`config.mk`:
```
export PLATFORM = sky130hd
export DESIGN_NAME = ascii_to_unsigned_parser
export DESIGN_NICKNAME = d
export VERILOG_FILES = /design/src/rtl/asp_pkg.sv /design/src/rtl/ascii_to_unsigned_parser.sv /design/src/rtl/asp_mac.sv /design/src/rtl/asp_step.sv
export SDC_FILE = /design/constraint.sdc
export NUM_CORES = 1
export LEC_CHECK = 0
export CELL_PAD_IN_SITES_DETAIL_PLACEMENT = 1
export CELL_PAD_IN_SITES_GLOBAL_PLACEMENT = 2
export CORE_MARGIN = 4
export CORE_UTILIZATION = 46
export DETAILED_ROUTE_END_ITERATION = 16
export DONT_BUFFER_PORTS = 1
export HOLD_SLACK_MARGIN = 0.05
export PLACE_DENSITY = 0.9
export SLEW_MARGIN = 5
export SYNTH_ARGS = -nofsm -noshare
export SYNTH_HDL_FRONTEND = slang
export SYNTH_HIERARCHICAL = 1
export SYNTH_SLANG_ARGS = --single-unit
```
`constraint.sdc`:
```
create_clock -name clk_i -period 11.3 [get_ports clk_i]
set_input_delay 2.26 -clock clk_i [delete_from_list [all_inputs] [get_ports clk_i]]
set_output_delay 2.26 -clock clk_i [all_outputs]
set_load 0.005 [all_outputs]
```
`src/rtl/asp_pkg.sv`:
```
// ----------------------------------------------------------------------------
// asp_pkg
// Shared types, character codes and helper functions of the ASCII to
// unsigned integer parser.
// ----------------------------------------------------------------------------
package asp_pkg;

  // Default widths
  localparam int unsigned VALUE_BITS_DEF  = 64;
  localparam int unsigned OFFSET_BITS_DEF = 16;

  localparam int unsigned CHAR_W  = 8;
  localparam int unsigned RADIX_W = 6;

  // Character codes
  localparam logic [CHAR_W-1:0] CH_TAB   = 8'h09;
  localparam logic [CHAR_W-1:0] CH_CR    = 8'h0D;
  localparam logic [CHAR_W-1:0] CH_SPACE = 8'h20;
  localparam logic [CHAR_W-1:0] CH_PLUS  = 8'h2B;
  localparam logic [CHAR_W-1:0] CH_MINUS = 8'h2D;
  localparam logic [CHAR_W-1:0] CH_ZERO  = 8'h30;
  localparam logic [CHAR_W-1:0] CH_NINE  = 8'h39;
  localparam logic [CHAR_W-1:0] CH_UA    = 8'h41;
  localparam logic [CHAR_W-1:0] CH_UB    = 8'h42;
  localparam logic [CHAR_W-1:0] CH_UX    = 8'h58;
  localparam logic [CHAR_W-1:0] CH_UZ    = 8'h5A;
  localparam logic [CHAR_W-1:0] CH_LA    = 8'h61;
  localparam logic [CHAR_W-1:0] CH_LB    = 8'h62;
  localparam logic [CHAR_W-1:0] CH_LX    = 8'h78;
  localparam logic [CHAR_W-1:0] CH_LZ    = 8'h7A;

  // Base codes
  localparam logic [RADIX_W-1:0] RADIX_AUTO = 6'd0;
  localparam logic [RADIX_W-1:0] BASE_MIN   = 6'd2;
  localparam logic [RADIX_W-1:0] BASE_BIN   = 6'd2;
  localparam logic [RADIX_W-1:0] BASE_OCT   = 6'd8;
  localparam logic [RADIX_W-1:0] BASE_DEC   = 6'd10;
  localparam logic [RADIX_W-1:0] BASE_HEX   = 6'd16;
  localparam logic [RADIX_W-1:0] BASE_MAX   = 6'd36;
  localparam logic [RADIX_W-1:0] NO_DIGIT   = 6'd36;
  localparam logic [CHAR_W-1:0]  LETTER_OFS = 8'd10;

  // Parser phase
  typedef enum logic [2:0] {
    PH_WS     = 3'd0,
    PH_SIGNED = 3'd1,
    PH_ZERO   = 3'd2,
    PH_PREFIX = 3'd3,
    PH_DIGITS = 3'd4,
    PH_SKIP   = 3'd5
  } phase_e;

  // Status of one processed character
  typedef struct packed {
    logic emit;
    logic overflow;
  } step_status_t;

  // Digit value of a character, NO_DIGIT where it is no digit at all
  function automatic logic [RADIX_W-1:0] digit_value(input logic [CHAR_W-1:0] c);
    logic [CHAR_W-1:0] t;
    if (c >= CH_ZERO && c <= CH_NINE) begin
      t = c - CH_ZERO;
    end else if (c >= CH_LA && c <= CH_LZ) begin
      t = c - CH_LA + LETTER_OFS;
    end else if (c >= CH_UA && c <= CH_UZ) begin
      t = c - CH_UA + LETTER_OFS;
    end else begin
      t = {2'b00, NO_DIGIT};
    end
    return t[RADIX_W-1:0];
  endfunction

  // Base forced into the range 2 to 36
  function automatic logic [RADIX_W-1:0] clamp_base(input logic [RADIX_W-1:0] r);
    logic [RADIX_W-1:0] b;
    if (r < BASE_MIN) begin
      b = BASE_MIN;
    end else if (r > BASE_MAX) begin
      b = BASE_MAX;
    end else begin
      b = r;
    end
    return b;
  endfunction

endpackage

```
`src/rtl/ascii_to_unsigned_parser.sv`:
```
// ----------------------------------------------------------------------------
// ascii_to_unsigned_parser
// Stream parser that turns ASCII characters into an unsigned integer in the
// manner of strtoul.
// ----------------------------------------------------------------------------
// One character is taken per cycle, back to back, with no bubbles while the
// output side keeps up. Each character sits in an input register, where the
// parser logic (one multiply-accumulate by the base) decides the next state; a
// character that ends the number loads the result register from the input
// register, so tvalid is driven by the result register. The character waits in
// the input register while the result register is full and stalled.
// Write the radix register (0 selects the base from a 0b, 0x or 0 prefix) only
// while no string is being parsed. Result tdata carries value, end offset and
// overflow flag; there is no reset sweep and no start-up delay.
module ascii_to_unsigned_parser import asp_pkg::*; #(
  parameter int unsigned VALUE_BITS  = VALUE_BITS_DEF,
  parameter int unsigned OFFSET_BITS = OFFSET_BITS_DEF,
  localparam int unsigned OUT_W      = ((VALUE_BITS + OFFSET_BITS + 1 + 7) / 8) * 8
) (
  input  logic               clk_i,
  input  logic               rst_ni,
  // configuration
  input  logic               cfg_we_i,
  input  logic [RADIX_W-1:0] cfg_wdata_i,
  // character input
  input  logic               s_axis_tvalid_i,
  output logic               s_axis_tready_o,
  input  logic [CHAR_W-1:0]  s_axis_tdata_i,  // [7:0] char_code
  // result output
  output logic               m_axis_tvalid_o,
  input  logic               m_axis_tready_i,
  output logic [OUT_W-1:0]   m_axis_tdata_o   // value, end_offset, overflow, zero pad
);

  localparam int unsigned PAD_W = OUT_W - VALUE_BITS - OFFSET_BITS - 1;

  logic [RADIX_W-1:0]     radix_q;
  logic                   in_valid_q;
  logic [CHAR_W-1:0]      in_char_q;
  logic                   out_valid_q;
  logic [VALUE_BITS-1:0]  out_value_q;
  logic [OFFSET_BITS-1:0] out_offset_q;
  logic                   out_ovf_q;
  logic                   fire;
  step_status_t           status;
  logic [VALUE_BITS-1:0]  step_value;
  logic [OFFSET_BITS-1:0] step_offset;

  // Process the held character when the result register can take a result
  assign fire            = in_valid_q && (!out_valid_q || m_axis_tready_i);
  assign s_axis_tready_o = !in_valid_q || fire;

  // Radix register
  always_ff @(posedge clk_i or negedge rst_ni) begin
    if (!rst_ni) begin
      radix_q <= RADIX_AUTO;
    end else if (cfg_we_i) begin
      radix_q <= cfg_wdata_i;
    end
  end

  // Input register
  always_ff @(posedge clk_i or negedge rst_ni) begin
    if (!rst_ni) begin
      in_valid_q <= 1'b0;
    end else if (s_axis_tvalid_i && s_axis_tready_o) begin
      in_valid_q <= 1'b1;
    end else if (fire) begin
      in_valid_q <= 1'b0;
    end
  end

  always_ff @(posedge clk_i) begin
    if (s_axis_tvalid_i && s_axis_tready_o) begin
      in_char_q <= s_axis_tdata_i;
    end
  end

  asp_step #(
    .VALUE_BITS (VALUE_BITS),
    .OFFSET_BITS(OFFSET_BITS)
  ) u_step (
    .clk_i       (clk_i),
    .rst_ni      (rst_ni),
    .fire_i      (fire),
    .char_i      (in_char_q),
    .radix_i     (radix_q),
    .status_o    (status),
    .value_o     (step_value),
    .end_offset_o(step_offset)
  );

  // Result register: load on a result, drop once the transaction completes
  always_ff @(posedge clk_i or negedge rst_ni) begin
    if (!rst_ni) begin
      out_valid_q <= 1'b0;
    end else if (fire && status.emit) begin
      out_valid_q <= 1'b1;
    end else if (m_axis_tready_i) begin
      out_valid_q <= 1'b0;
    end
  end

  always_ff @(posedge clk_i) begin
    if (fire && status.emit) begin
      out_value_q  <= step_value;
      out_offset_q <= step_offset;
      out_ovf_q    <= status.overflow;
    end
  end

  assign m_axis_tvalid_o = out_valid_q;
  assign m_axis_tdata_o  = {{PAD_W{1'b0}}, out_ovf_q, out_offset_q, out_value_q};

endmodule

```
`src/rtl/asp_mac.sv`:
```
// ----------------------------------------------------------------------------
// asp_mac
// Multiply-accumulate of one digit into the running value, with a flag
// when the result no longer fits in VALUE_BITS bits.
// ----------------------------------------------------------------------------
module asp_mac import asp_pkg::*; #(
  parameter int unsigned VALUE_BITS = VALUE_BITS_DEF
) (
  input  logic [VALUE_BITS-1:0] acc_i,
  input  logic [RADIX_W-1:0]    base_i,
  input  logic [RADIX_W-1:0]    digit_i,
  output logic [VALUE_BITS-1:0] sum_o,
  output logic                  ovf_o
);

  localparam int unsigned WIDE_W = VALUE_BITS + RADIX_W;

  logic [WIDE_W-1:0] wide;

  // acc * base + digit stays below 64 * 2^VALUE_BITS for any base up to 36
  assign wide  = WIDE_W'(acc_i) * WIDE_W'(base_i) + WIDE_W'(digit_i);
  assign sum_o = wide[VALUE_BITS-1:0];
  assign ovf_o = |wide[WIDE_W-1:VALUE_BITS];

endmodule

```
`src/rtl/asp_step.sv`:
```
// ----------------------------------------------------------------------------
// asp_step
// Parser state and the single-pass next-state logic for one character:
// whitespace, sign, prefix detection, digit accumulation and overflow skip.
// ----------------------------------------------------------------------------
module asp_step import asp_pkg::*; #(
  parameter int unsigned VALUE_BITS  = VALUE_BITS_DEF,
  parameter int unsigned OFFSET_BITS = OFFSET_BITS_DEF
) (
  input  logic                   clk_i,
  input  logic                   rst_ni,
  input  logic                   fire_i,
  input  logic [CHAR_W-1:0]      char_i,
  input  logic [RADIX_W-1:0]     radix_i,
  output step_status_t           status_o,
  output logic [VALUE_BITS-1:0]  value_o,
  output logic [OFFSET_BITS-1:0] end_offset_o
);

  localparam int unsigned        SUM_W   = OFFSET_BITS + 2;
  localparam logic [OFFSET_BITS-1:0] OFF_MAX = {OFFSET_BITS{1'b1}};
  localparam logic [VALUE_BITS-1:0]  VAL_MAX = {VALUE_BITS{1'b1}};

  phase_e                 phase_q, phase_d;
  logic [VALUE_BITS-1:0]  acc_q, acc_d;
  logic                   neg_q, neg_d;
  logic [RADIX_W-1:0]     base_q, base_d;
  logic [OFFSET_BITS-1:0] off_q, off_d;

  logic [RADIX_W-1:0]     dv, r_clamp, ds_base;
  logic                   is_ws, zero_ok, ds_digit, do_ds, ds_two;
  logic [SUM_W-1:0]       off_sum1, off_sum2;
  logic [OFFSET_BITS-1:0] off_inc1, off_inc2;
  logic [VALUE_BITS-1:0]  mac_sum;
  logic                   mac_ovf;

  // Character classification
  assign dv      = digit_value(char_i);
  assign r_clamp = clamp_base(radix_i);
  assign is_ws   = (char_i == CH_SPACE) || (char_i >= CH_TAB && char_i <= CH_CR);
  assign zero_ok = (char_i == CH_ZERO) &&
                   (radix_i == RADIX_AUTO || radix_i == BASE_BIN || radix_i == BASE_HEX);

  // Base of a digit taken in this phase
  always_comb begin
    unique case (phase_q)
      PH_ZERO:                      ds_base = (radix_i == RADIX_AUTO) ? BASE_OCT : r_clamp;
      PH_PREFIX, PH_DIGITS, PH_SKIP: ds_base = base_q;
      default:                      ds_base = (radix_i == RADIX_AUTO) ? BASE_DEC : r_clamp;
    endcase
  end

  assign ds_digit = dv < ds_base;

  // Saturating offset advance by one and by two
  assign off_sum1 = SUM_W'(off_q) + SUM_W'(1);
  assign off_sum2 = SUM_W'(off_q) + SUM_W'(2);
  assign off_inc1 = (off_sum1 > SUM_W'(OFF_MAX)) ? OFF_MAX : off_sum1[OFFSET_BITS-1:0];
  assign off_inc2 = (off_sum2 > SUM_W'(OFF_MAX)) ? OFF_MAX : off_sum2[OFFSET_BITS-1:0];

  asp_mac #(
    .VALUE_BITS(VALUE_BITS)
  ) u_mac (
    .acc_i  (acc_q),
    .base_i (ds_base),
    .digit_i(dv),
    .sum_o  (mac_sum),
    .ovf_o  (mac_ovf)
  );

  // Next state and result
  always_comb begin
    phase_d      = phase_q;
    acc_d        = acc_q;
    neg_d        = neg_q;
    base_d       = base_q;
    off_d        = off_q;
    status_o     = '0;
    value_o      = '0;
    end_offset_o = '0;
    do_ds        = 1'b0;
    ds_two       = 1'b0;

    unique case (phase_q)
      PH_ZERO: begin
        if ((char_i == CH_LB || char_i == CH_UB) &&
            (radix_i == RADIX_AUTO || radix_i == BASE_BIN)) begin
          base_d  = BASE_BIN;
          phase_d = PH_PREFIX;
        end else if ((char_i == CH_LX || char_i == CH_UX) &&
                     (radix_i == RADIX_AUTO || radix_i == BASE_HEX)) begin
          base_d  = BASE_HEX;
          phase_d = PH_PREFIX;
        end else begin
          do_ds = 1'b1;
        end
      end
      PH_PREFIX: begin
        if (!ds_digit) begin
          status_o.emit = 1'b1;
          end_offset_o  = off_q;
        end else begin
          do_ds  = 1'b1;
          ds_two = 1'b1;
        end
      end
      PH_DIGITS: begin
        do_ds = 1'b1;
      end
      PH_SKIP: begin
        if (ds_digit) begin
          off_d = off_inc1;
        end else begin
          status_o.emit     = 1'b1;
          status_o.overflow = 1'b1;
          value_o           = VAL_MAX;
          end_offset_o      = off_q;
        end
      end
      default: begin
        // Whitespace and sign only before the first character of the number
        if (phase_q != PH_SIGNED && is_ws) begin
          off_d = off_inc1;
        end else if (phase_q != PH_SIGNED && (char_i == CH_MINUS || char_i == CH_PLUS)) begin
          neg_d   = (char_i == CH_MINUS);
          phase_d = PH_SIGNED;
          off_d   = off_inc1;
        end else if (zero_ok) begin
          acc_d   = '0;
          phase_d = PH_ZERO;
          off_d   = off_inc1;
        end else if (!ds_digit) begin
          status_o.emit = 1'b1;
        end else begin
          do_ds = 1'b1;
        end
      end
    endcase

    // Take one digit, or close the run on a non-digit
    if (do_ds) begin
      base_d = ds_base;
      if (!ds_digit) begin
        status_o.emit = 1'b1;
        value_o       = neg_q ? (VALUE_BITS'(0) - acc_q) : acc_q;
        end_offset_o  = off_q;
      end else begin
        off_d = ds_two ? off_inc2 : off_inc1;
        if (mac_ovf) begin
          acc_d   = VAL_MAX;
          phase_d = PH_SKIP;
        end else begin
          acc_d   = mac_sum;
          phase_d = PH_DIGITS;
        end
      end
    end

    // Start a new string after a result
    if (status_o.emit) begin
      phase_d = PH_WS;
      acc_d   = '0;
      neg_d   = 1'b0;
      base_d  = '0;
      off_d   = '0;
    end
  end

  // State registers
  always_ff @(posedge clk_i or negedge rst_ni) begin
    if (!rst_ni) begin
      phase_q <= PH_WS;
      acc_q   <= '0;
      neg_q   <= 1'b0;
      base_q  <= '0;
      off_q   <= '0;
    end else if (fire_i) begin
      phase_q <= phase_d;
      acc_q   <= acc_d;
      neg_q   <= neg_d;
      base_q  <= base_d;
      off_q   <= off_d;
    end
  end

endmodule

```
======== Word-level counts from Yosys, hierarchy flattened ========
Cells that the tools add are included.
Widths: inputs -> output; s select.
storage, ports and cells
  flip-flop bits (word level) ............. 187
  latch bits .............................. 0
  bits in writable memories ............... 0
  ROM bits ................................ 0
  bits of input ports ..................... 19
  output and inout port bits .............. 90
  memories kept ........................... 0
cells by class
  add/subtract/negate cells ............... 9
  $mul .................................... 1
  divide/modulo/power cells ............... 0
  $lt $le $gt $ge ......................... 13
  equal/unequal tests ..................... 17
  shifts and indexed selects .............. 0
  multiplexer cells ....................... 75
  bitwise gates (word level) .............. 0
  reductions and logical operators ........ 37
operators with widths
  kind                   number
  $mux 64                13
  $mux 16                14
  $mux 6                 12
  $add 70x6->70          1
  $mul 64x6->70          1
  $sub 1x64->64 const A  1
  $gt 18x16->1 const B   2
  $eq 8x6->1 const B     4
  $eq 8x7->1 const B     4
  $pmux 16 s2            1
  $mux 3                 8
  $mux 1                 22
  $add 16x1->17 const B  1
  $add 16x2->17 const B  1
  $ge 8x7->1 const B     2
  $le 8x7->1 const B     2
  $add 6x4->6 const B    2
  $logic_and 1x1->1      12
  $pmux 6 s2             1
  $sub 6x6->6 const B    2
  $logic_or 1x1->1       9
  $ge 8x4->1 const B     1
  $ge 8x6->1 const B     1
  $le 8x4->1 const B     1
  other kinds (27)       34

======== Depth between registers and ports, before layout ========
Gate-level depths: netlist (run 1).
  depth in word-level cells ............... 15
  depth in mapped cells ................... 30
  depth with buffers taken out ............ 27

======== Hierarchy ========
Netlist (run 1), hierarchy kept.
modules (own cells, without submodules)
  module                    instances  cells each  area each (um^2)
  asp_mac                   1          1410        12841.1
  asp_step                  1          1165        8429.3
  ascii_to_unsigned_parser  1          121         3084.2

======== Worst setup path after synthesis (run 1) ========
Ideal clock, no wire load.
  path kind ............................... flip-flop to flip-flop
  start point ............................. register in_char_q[0]
  end point ............................... register out_offset_q[0], enable pin
  arrival ................................. 6923 ps
  data required time ...................... 10770 ps
  path slack .............................. 3847 ps
  cell stages (with the launch flop) ...... 17
  clock period less this slack ............ 7453 ps
  cells stage by stage .................... edfxtp_1 > inv_1 > ha_1 > nor4b_1 > nand3b_1 > o2111ai_1 > and3b_1 > o31ai_1 > ha_1 > o2111ai_1 > a211o_1 > buf_2 > o21a_1 > buf_2 > nor2_2 > nand2_1 > nor2b_1
RTL lines
  item                      line                             RTL
  start: declaration        ascii_to_unsigned_parser.sv:39   logic [CHAR_W-1:0] in_char_q;
  start signal: assignment  ascii_to_unsigned_parser.sv:75   in_char_q <= s_axis_tdata_i;
  end signal: assignment    ascii_to_unsigned_parser.sv:107  out_offset_q <= step_offset;
  end: declaration          ascii_to_unsigned_parser.sv:42   logic [OFFSET_BITS-1:0] out_offset_q;

======== Final worst setup path (run 1) ========
  start point ............................. register u_step.phase_q[1]
  end point ............................... register u_step.phase_q[0]
on the way
  elaborated cells on any way between the ends .. 34
  classes of those cells .................. add/sub (1); mul (1); order compare (1); eq/ne (5); mux (21); reduce/logical (5)
RTL lines
  item                                      line             RTL
  start: declaration                        asp_step.sv:24   phase_e phase_q, phase_d;
  start signal: assignment                  asp_step.sv:178  phase_q <= phase_d;
  $eq 3x2->1 or $eq 3x3->1 (tied branches)  asp_step.sv:46   unique case (phase_q)
  $reduce_or 3->1 (no source line)          -
  $pmux 6 s2 *                              asp_step.sv:46
  via u_step.ds_base[5]                     asp_step.sv:30   logic [RADIX_W-1:0] dv, r_clamp, ds_base;
  $mul 64x6->70 *                           asp_mac.sv:21    assign wide = WIDE_W'(acc_i) * WIDE_W'(base_i) + WIDE_W'(digit_i);
  $add 70x6->70 *                           asp_mac.sv:21
  $reduce_or 6->1 *                         asp_mac.sv:23    assign ovf_o = |wide[WIDE_W-1:VALUE_BITS];
  via u_step.mac_ovf                        asp_step.sv:35   logic mac_ovf;
  $mux 1 *                                  asp_step.sv:149  if (mac_ovf) begin
  $mux 3 *                                  asp_step.sv:143  if (!ds_digit) begin
  $mux 3 *                                  asp_step.sv:141  if (do_ds) begin
  $mux 3 *                                  asp_step.sv:160  if (status_o.emit) begin
Mark *: on every way through the listed nets, which the timed path passes. The rest lies on a longest branch.
A chain may end at the register's enable or synchronous reset.

==> flow_metrics.tcl, run 1 <==
set metrics [dict create \
    cts_made_buffers 17 \
    final_cell_mix "400 x and2_1, 252 x fa_1, 217 x nand2_1" \
    layout_min_cycle_time_ns 9.34 \
    htreeDepth 4 \
    yosys_warnings 6 \
    io-pin-count 109 \
    holdCritPathClass "flop to flop" \
    p_leak_nw 11.8 \
    drv_slew 0 \
    cp-start-kind "flop" \
    finalWirelength_mm 81.6 \
    rows 84 \
    antenna_found_initial 4 \
    cts_resized 0 \
    async_flop_share_pct 52.4 \
    clock-root-buffer "clkbuf_16" \
    synth_edf_count 89 \
    crit_type "flop to flop" \
    slew_headroom_pct 23.7 \
    vias_per_cell 6.35 \
    synth-seq-cells 187 \
    crit_chain "nand3b_1 -> nand2_1 -> mux2i_1 -> inv_1 -> and2_1 -> fa_1 -> fa_1 -> fa_1 -> ha_1 -> ha_1 -> nand4_1 -> or4_1 -> or4_1 -> o32ai_1 -> nor3_2 -> o21ai_4 -> a41o_1 -> xor2_1 -> nor2_1 -> nand4_1 -> buf_4 -> nor2_1 -> a2111o_1 -> o21ai_0" \
    finalPower_w 0.00344 \
    grt_pass1_vias 22467 \
    drc 0 \
    dp.cells 3240 \
    seq_area_frac_synth_pct 21.0 \
    hold_buffers 0 \
    instances_no_fill 3273 \
    vdd_drop_max_mv 0.125 \
    ant_nets 0 \
    worstMarginPinSlew_ns 1.13 \
    drive_gt1_share_pct 3.83 \
    ys_types 98 \
    rsz0062_at_grt "no" \
    placement.io_buffers 0 \
    setup_viol 0 \
    finalCritPeriodShare_pct 82.6 \
    cp_common_cell "fa_1" \
    die_area_um2 56700 \
    place.gp.congestion 0.933 \
    yosysTopAreaCell "fa_1" \
    synth_ff_type "dfrtp_1" \
    cpMaxStageDelayCell "or4_1" \
    finalHoldViolCount 0 \
    initial_utilization_pct 46.4 \
    syn-cell-area_um2 24400 \
    p_per_area_nw_per_um2 136 \
    synthCells 2696 \
    fin_skew_ns 0.0168 \
    synth_area_leaders "fa_1 21%, edfxtp_1 11%, and2_1 10%" \
    crit_fanout 37 \
    tns_ns 0 \
    critPathRequiredTime_ns 11.73 \
    cts.sinks 187 \
    drv_cap 0 \
    yosys.area.top_type_share_pct 20.7 \
    clk_pin_slew_ns 0.08 \
    area_growth_pct 3.69 \
    dp_hpwl_mm 61.5 \
    whs_ns 0.502 \
    cts_tree "yes" \
    status "completed" \
    fmax_ghz 0.107 \
    wl_per_cell_um 24.9 \
    worst_ep_arrival_time_ns 9.77 \
    final_util_pct 48.2 \
    syn_area_per_cell_um2 9.03 \
    grt_pass1_wl_mm 129 \
    globalRouteOverflowTotal 0 \
    critPathCaptureType "flop" \
    mostFrequentLayoutCell "and2_1" \
    cts_buffer_depth 2 \
    grt_max_degree 99 \
    dr.first_iter.drc_count 1617 \
    max_stage_delay_ns 0.70 \
    cts_setup_buffers 0 \
    fillers 6043 \
    vias 20798 \
    drtPass1Iterations 8 \
    layout.nets 3007 \
    grt.total_usage_pct 28.8 \
    die_h_um 238 \
    clk_latency_ns 0.51 \
    core_area_um2 52400 \
    die_x_um 238 \
]
cells by family after synthesis:
| kind of cell | count (synthesis) | share of synthesized area (%) |
|---|---|---|
| flip-flops | 187 | 21.0 |
| buffers and inverters | 255 | 4.43 |
| multiplexers | 17 | 0.837 |
| AO/OA/AOI/OAI | 625 | 16.3 |
| adder cells (fa/ha/maj) | 418 | 29.2 |
| other | 1 | 0.0154 |
| XOR/XNOR | 146 | 5.25 |
| AND/OR/NAND/NOR | 1047 | 22.9 |
Yosys cell counts (7+ instances only):
cell and n:
a211oi_1 16, a21o_1 46, a21oi_1 123, a31oi_1 17
and2_1 400, and3_1 13, and4_1 9, buf_2 18
buf_4 12, buf_6 7, clkbuf_1 126, dfrtp_1 98
edfxtp_1 89, fa_1 252, ha_1 165, inv_1 87
mux2i_1 8, nand2_1 220, nand2b_1 13, nand3_1 48
nand4_1 53, nor2_1 171, nor2b_1 10, nor3_1 34
nor4_1 12, o211ai_1 12, o21a_1 10, o21ai_0 189
o21ai_1 52, o21bai_1 16, o31ai_1 30, o41ai_1 13
or2_2 7, or3_1 12, or4_1 15, xnor2_1 65
xor2_1 81
layout make-up:
type,instances,area (um^2),area share (%)
antenna,1,2.50,0.00991
tap,688,861,3.41
timing repair buffer,18,135,0.535
multi-input combinational,2260,18200,72.1
sequential,187,5130,20.3
clock buffer,17,425,1.68
inverter,87,327,1.29
clock inverter,15,165,0.654
metal layers:
layer / share of wire (%) / routed length [um] / global-route usage [%]
met2: 49 / 40200 / 49.3
met1: 42 / 34500 / 36.9
met3: 4.7 / 3820 / 4.23
met5: 0 / 0 / 0
met4: 3.8 / 3090 / 11.1
metrics by stage:
step / worst slack (ns) / cell area, um^2
detailed placement: 2.15 / 24700
finish: 1.96 / 25300
floorplan: 3.85 / 24400
global route: 1.52 / 25300
CTS: 2.11 / 25200
global placement: 2.46 / 24700
final timing paths:
check	startpoint	endpoint	slack (ns)	cells past startpoint
setup / recovery	u_step/phase_q[1]$_DFFE_PN0P_	u_step/phase_q[0]$_DFFE_PN0P_	1.96	24
hold reg to reg	u_step/base_q[4]$_DFFE_PN0P_	u_step/base_q[4]$_DFFE_PN0P_	0.50	2
min in group asynchronous	rst_ni	radix_q[0]$_DFFE_PN0P_	1.44	0
setup reg to reg	u_step/phase_q[1]$_DFFE_PN0P_	u_step/phase_q[0]$_DFFE_PN0P_	1.96	24
hold / removal	u_step/base_q[4]$_DFFE_PN0P_	u_step/base_q[4]$_DFFE_PN0P_	0.50	2
max in group asynchronous	rst_ni	u_step/acc_q[38]$_DFFE_PN0P_	9.63	0
flip-flops by register name (all words and copies together), names as in the netlist, 3 cells and up:
register / cells
out_value_q: 64
u_step/acc_q: 64
out_offset_q: 16
u_step/off_q: 16
in_char_q: 8
radix_q: 6
u_step/base_q: 6
u_step/phase_q: 3
worst max-delay path: cells and delay by family (launching register included):
family | cells | cell delay, ns
fa+ha+maj | 5 | 2.33
compound gates | 5 | 1.40
buf+inv | 2 | 0.93
flops | 1 | 0.64
mux | 1 | 0.43
xor+xnor | 1 | 0.17
simple gates | 10 | 3.29
where the power goes:
| group | switching (W) | internal (W) |
|---|---|---|
| combinational | 0.00120 | 0.000478 |
| clock | 0.000335 | 0.000316 |
| sequential | 0.000215 | 0.000896 |
Power figures use the tool's default switching activity.
==> run 2, diff against run 1 <==
--- a/config.mk
+++ b/config.mk
@@ -8,11 +8,11 @@
 export CELL_PAD_IN_SITES_DETAIL_PLACEMENT = 1
 export CELL_PAD_IN_SITES_GLOBAL_PLACEMENT = 2
 export CORE_MARGIN = 4
-export CORE_UTILIZATION = 46
+export CORE_UTILIZATION = 38
 export DETAILED_ROUTE_END_ITERATION = 16
 export DONT_BUFFER_PORTS = 1
 export HOLD_SLACK_MARGIN = 0.05
-export PLACE_DENSITY = 0.9
+export PLACE_DENSITY = 0.8
 export SLEW_MARGIN = 5
 export SYNTH_ARGS = -nofsm -noshare
 export SYNTH_HDL_FRONTEND = slang
==> constraint.sdc (replaced) <==
create_clock -name clk_i -period 7.6 [get_ports clk_i]
set_input_delay 1.52 -clock clk_i [delete_from_list [all_inputs] [get_ports clk_i]]
set_output_delay 1.52 -clock clk_i [all_outputs]
set_load 0.005 [all_outputs]
==> run 2 against run 1 <==
Effect of this change: global-route usage down 3.6 points; hold slack lost 0.014 ns; non-clock buffer count up 68; die area is 20% higher; core utilization decreased by 6.7 points; worst setup slack got worse by 1.7 ns; power increased by 52%; highest routed layer unchanged; wire length up 4.9%; clock skew increased by 0.0024 ns; sequential power up 47%; count of clock-buffer cells in the layout is the same.
==> flow_metrics.tcl, run 2 (same netlist as run 1, synthesis figures left out) <==
set metrics [dict create \
    finalPower_w 0.00524 \
    cts.sinks 187 \
    io-pin-count 109 \
    hold_buffers 0 \
    crit_fanout 23 \
    critPathRequiredTime_ns 7.96 \
    mostFrequentLayoutCell "and2_1" \
    fmax_ghz 0.137 \
    finalCritPeriodShare_pct 96.2 \
    final_cell_mix "400 x and2_1, 252 x fa_1, 216 x nand2_1" \
    cts_buffer_depth 2 \
    cp_common_cell "fa_1" \
    vias 20608 \
    p_leak_nw 12.1 \
    antenna_found_initial 1 \
    area_growth_pct 7.76 \
    fin_skew_ns 0.0193 \
    p_per_area_nw_per_um2 200 \
    vias_per_cell 5.89 \
    drive_gt1_share_pct 7.39 \
    status "completed" \
    clk_pin_slew_ns 0.08 \
    grt_pass1_vias 22669 \
    dp_hpwl_mm 64.0 \
    cp-start-kind "flop" \
    place_area_um2 25300 \
    clk_latency_ns 0.51 \
    dp.cells 3455 \
    slew_headroom_pct 20.9 \
    cts_tree "yes" \
    max_stage_delay_ns 0.57 \
    clock-root-buffer "clkbuf_16" \
    layout_min_cycle_time_ns 7.31 \
    layout.nets 3075 \
    grt.total_usage_pct 25.2 \
    globalRouteOverflowTotal 0 \
    reg.largest.list "out_value_q (64), u_step/acc_q (64)" \
    place.gp.congestion 0.928 \
    initial_utilization_pct 38.5 \
    crit_type "flop to flop" \
    finalWirelength_mm 85.6 \
    grt_pass1_wl_mm 133 \
    instances_no_fill 3498 \
    n_antenna_cell 0 \
    die_x_um 261 \
    worstMarginPinSlew_ns 1.18 \
    drc 0 \
    cts_made_buffers 17 \
    drtPass1Iterations 6 \
    grt_max_degree 99 \
    dr.first_iter.drc_count 1448 \
    drv_cap 0 \
    setup_viol 0 \
    htreeDepth 4 \
    cpMaxStageDelayCell "or4_4" \
    stdcell_area_um2 26200 \
    rows 92 \
    placement.io_buffers 0 \
    die_h_um 261 \
    drv_slew 0 \
    ant_nets 0 \
    die_area_um2 68200 \
    critPathCaptureType "flop" \
    tns_ns 0 \
    vdd_drop_max_mv 0.192 \
    wl_per_cell_um 24.5 \
    regToRegSetupSlack_ns 0.29 \
    worst_ep_arrival_time_ns 7.67 \
    core_area_um2 63300 \
    finalHoldViolCount 0 \
    holdCritPathClass "flop to flop" \
]
==> run 2: cell types whose count changed in the layout (fill, tap and decap cells not counted), moves of 3 or more <==
cell,delta
buf_6,+7
ha_2,+4
inv_8,-5
nor2_1,-5
nor2_2,+5
clkinv_8,+3
buf_4,+57
ha_1,-10
ha_4,+6
==> run 2: critical path, delay by kind of cell, from the launching register on <==
family | cells | cell delay [ns]
compound gates | 12 | 2.31
xor+xnor | 1 | 0.16
fa+ha+maj | 5 | 2.23
buf+inv | 5 | 0.70
flops | 1 | 0.39
simple gates | 6 | 1.40
==> run 2: power by group <==
| group | switching [W] | internal (W) |
|---|---|---|
| sequential | 0.000301 | 0.00133 |
| clock | 0.000522 | 0.000445 |
| combinational | 0.00186 | 0.000784 |
==> run 2: per-stage QoR <==
stage	hold slack, ns	setup WS (ns)	util [%]
CTS	0.495	0.0222	40.9
finish	0.487	0.286	41.5
global route	0.520	-0.0126	41.5
detailed placement	0.475	-0.200	39.9
global placement	0.462	-0.0124	39.9
floorplan	0.448	0.147	-
==> run 2: layer usage <==
layer / wire, um / share of wire (%) / vias up / global-route usage [%]
met1: 37000 / 43 / 10669 / 32.5
met2: 42000 / 49 / 545 / 42.8
met3: 3830 / 4.5 / 145 / 3.71
met4: 2820 / 3.3 / 0 / 9.91
met5: 0 / 0 / - / 0
li1: - / - / 9249 / -
==> run 2: final cells by class <==
| type | count | area, um^2 |
|---|---|---|
| fill | 7279 | 37100 |
| multi-input combinational | 2260 | 18400 |
| sequential | 187 | 5130 |
| tap | 846 | 1060 |
| timing repair buffer | 86 | 729 |
| clock buffer | 17 | 425 |
| inverter | 87 | 327 |
| clock inverter | 15 | 170 |
==> run 2: final timing paths <==
kind,cells after the start,startpoint,end
worst max-delay path,29,radix_q[5]$_DFFE_PN0P_,u_step/acc_q[43]$_DFFE_PN0P_
worst min-delay path,2,u_step/base_q[2]$_DFFE_PN0P_,u_step/base_q[2]$_DFFE_PN0P_
worst max register to register,29,radix_q[5]$_DFFE_PN0P_,u_step/acc_q[43]$_DFFE_PN0P_
worst min register to register,2,u_step/base_q[2]$_DFFE_PN0P_,u_step/base_q[2]$_DFFE_PN0P_
max in group asynchronous,0,rst_ni,u_step/acc_q[36]$_DFFE_PN0P_
min in group asynchronous,0,rst_ni,radix_q[1]$_DFFE_PN0P_
==> run 2: repair_timing <==
action / in CTS / in global routing
setup endpoints to repair: 60 / 65
endpoints found under the hold margin: 0 / 0
cloned: 0 / 1
pin swaps: 3 / 18
gates resized for setup: 6 / 50
buffers inserted: 1 / 9
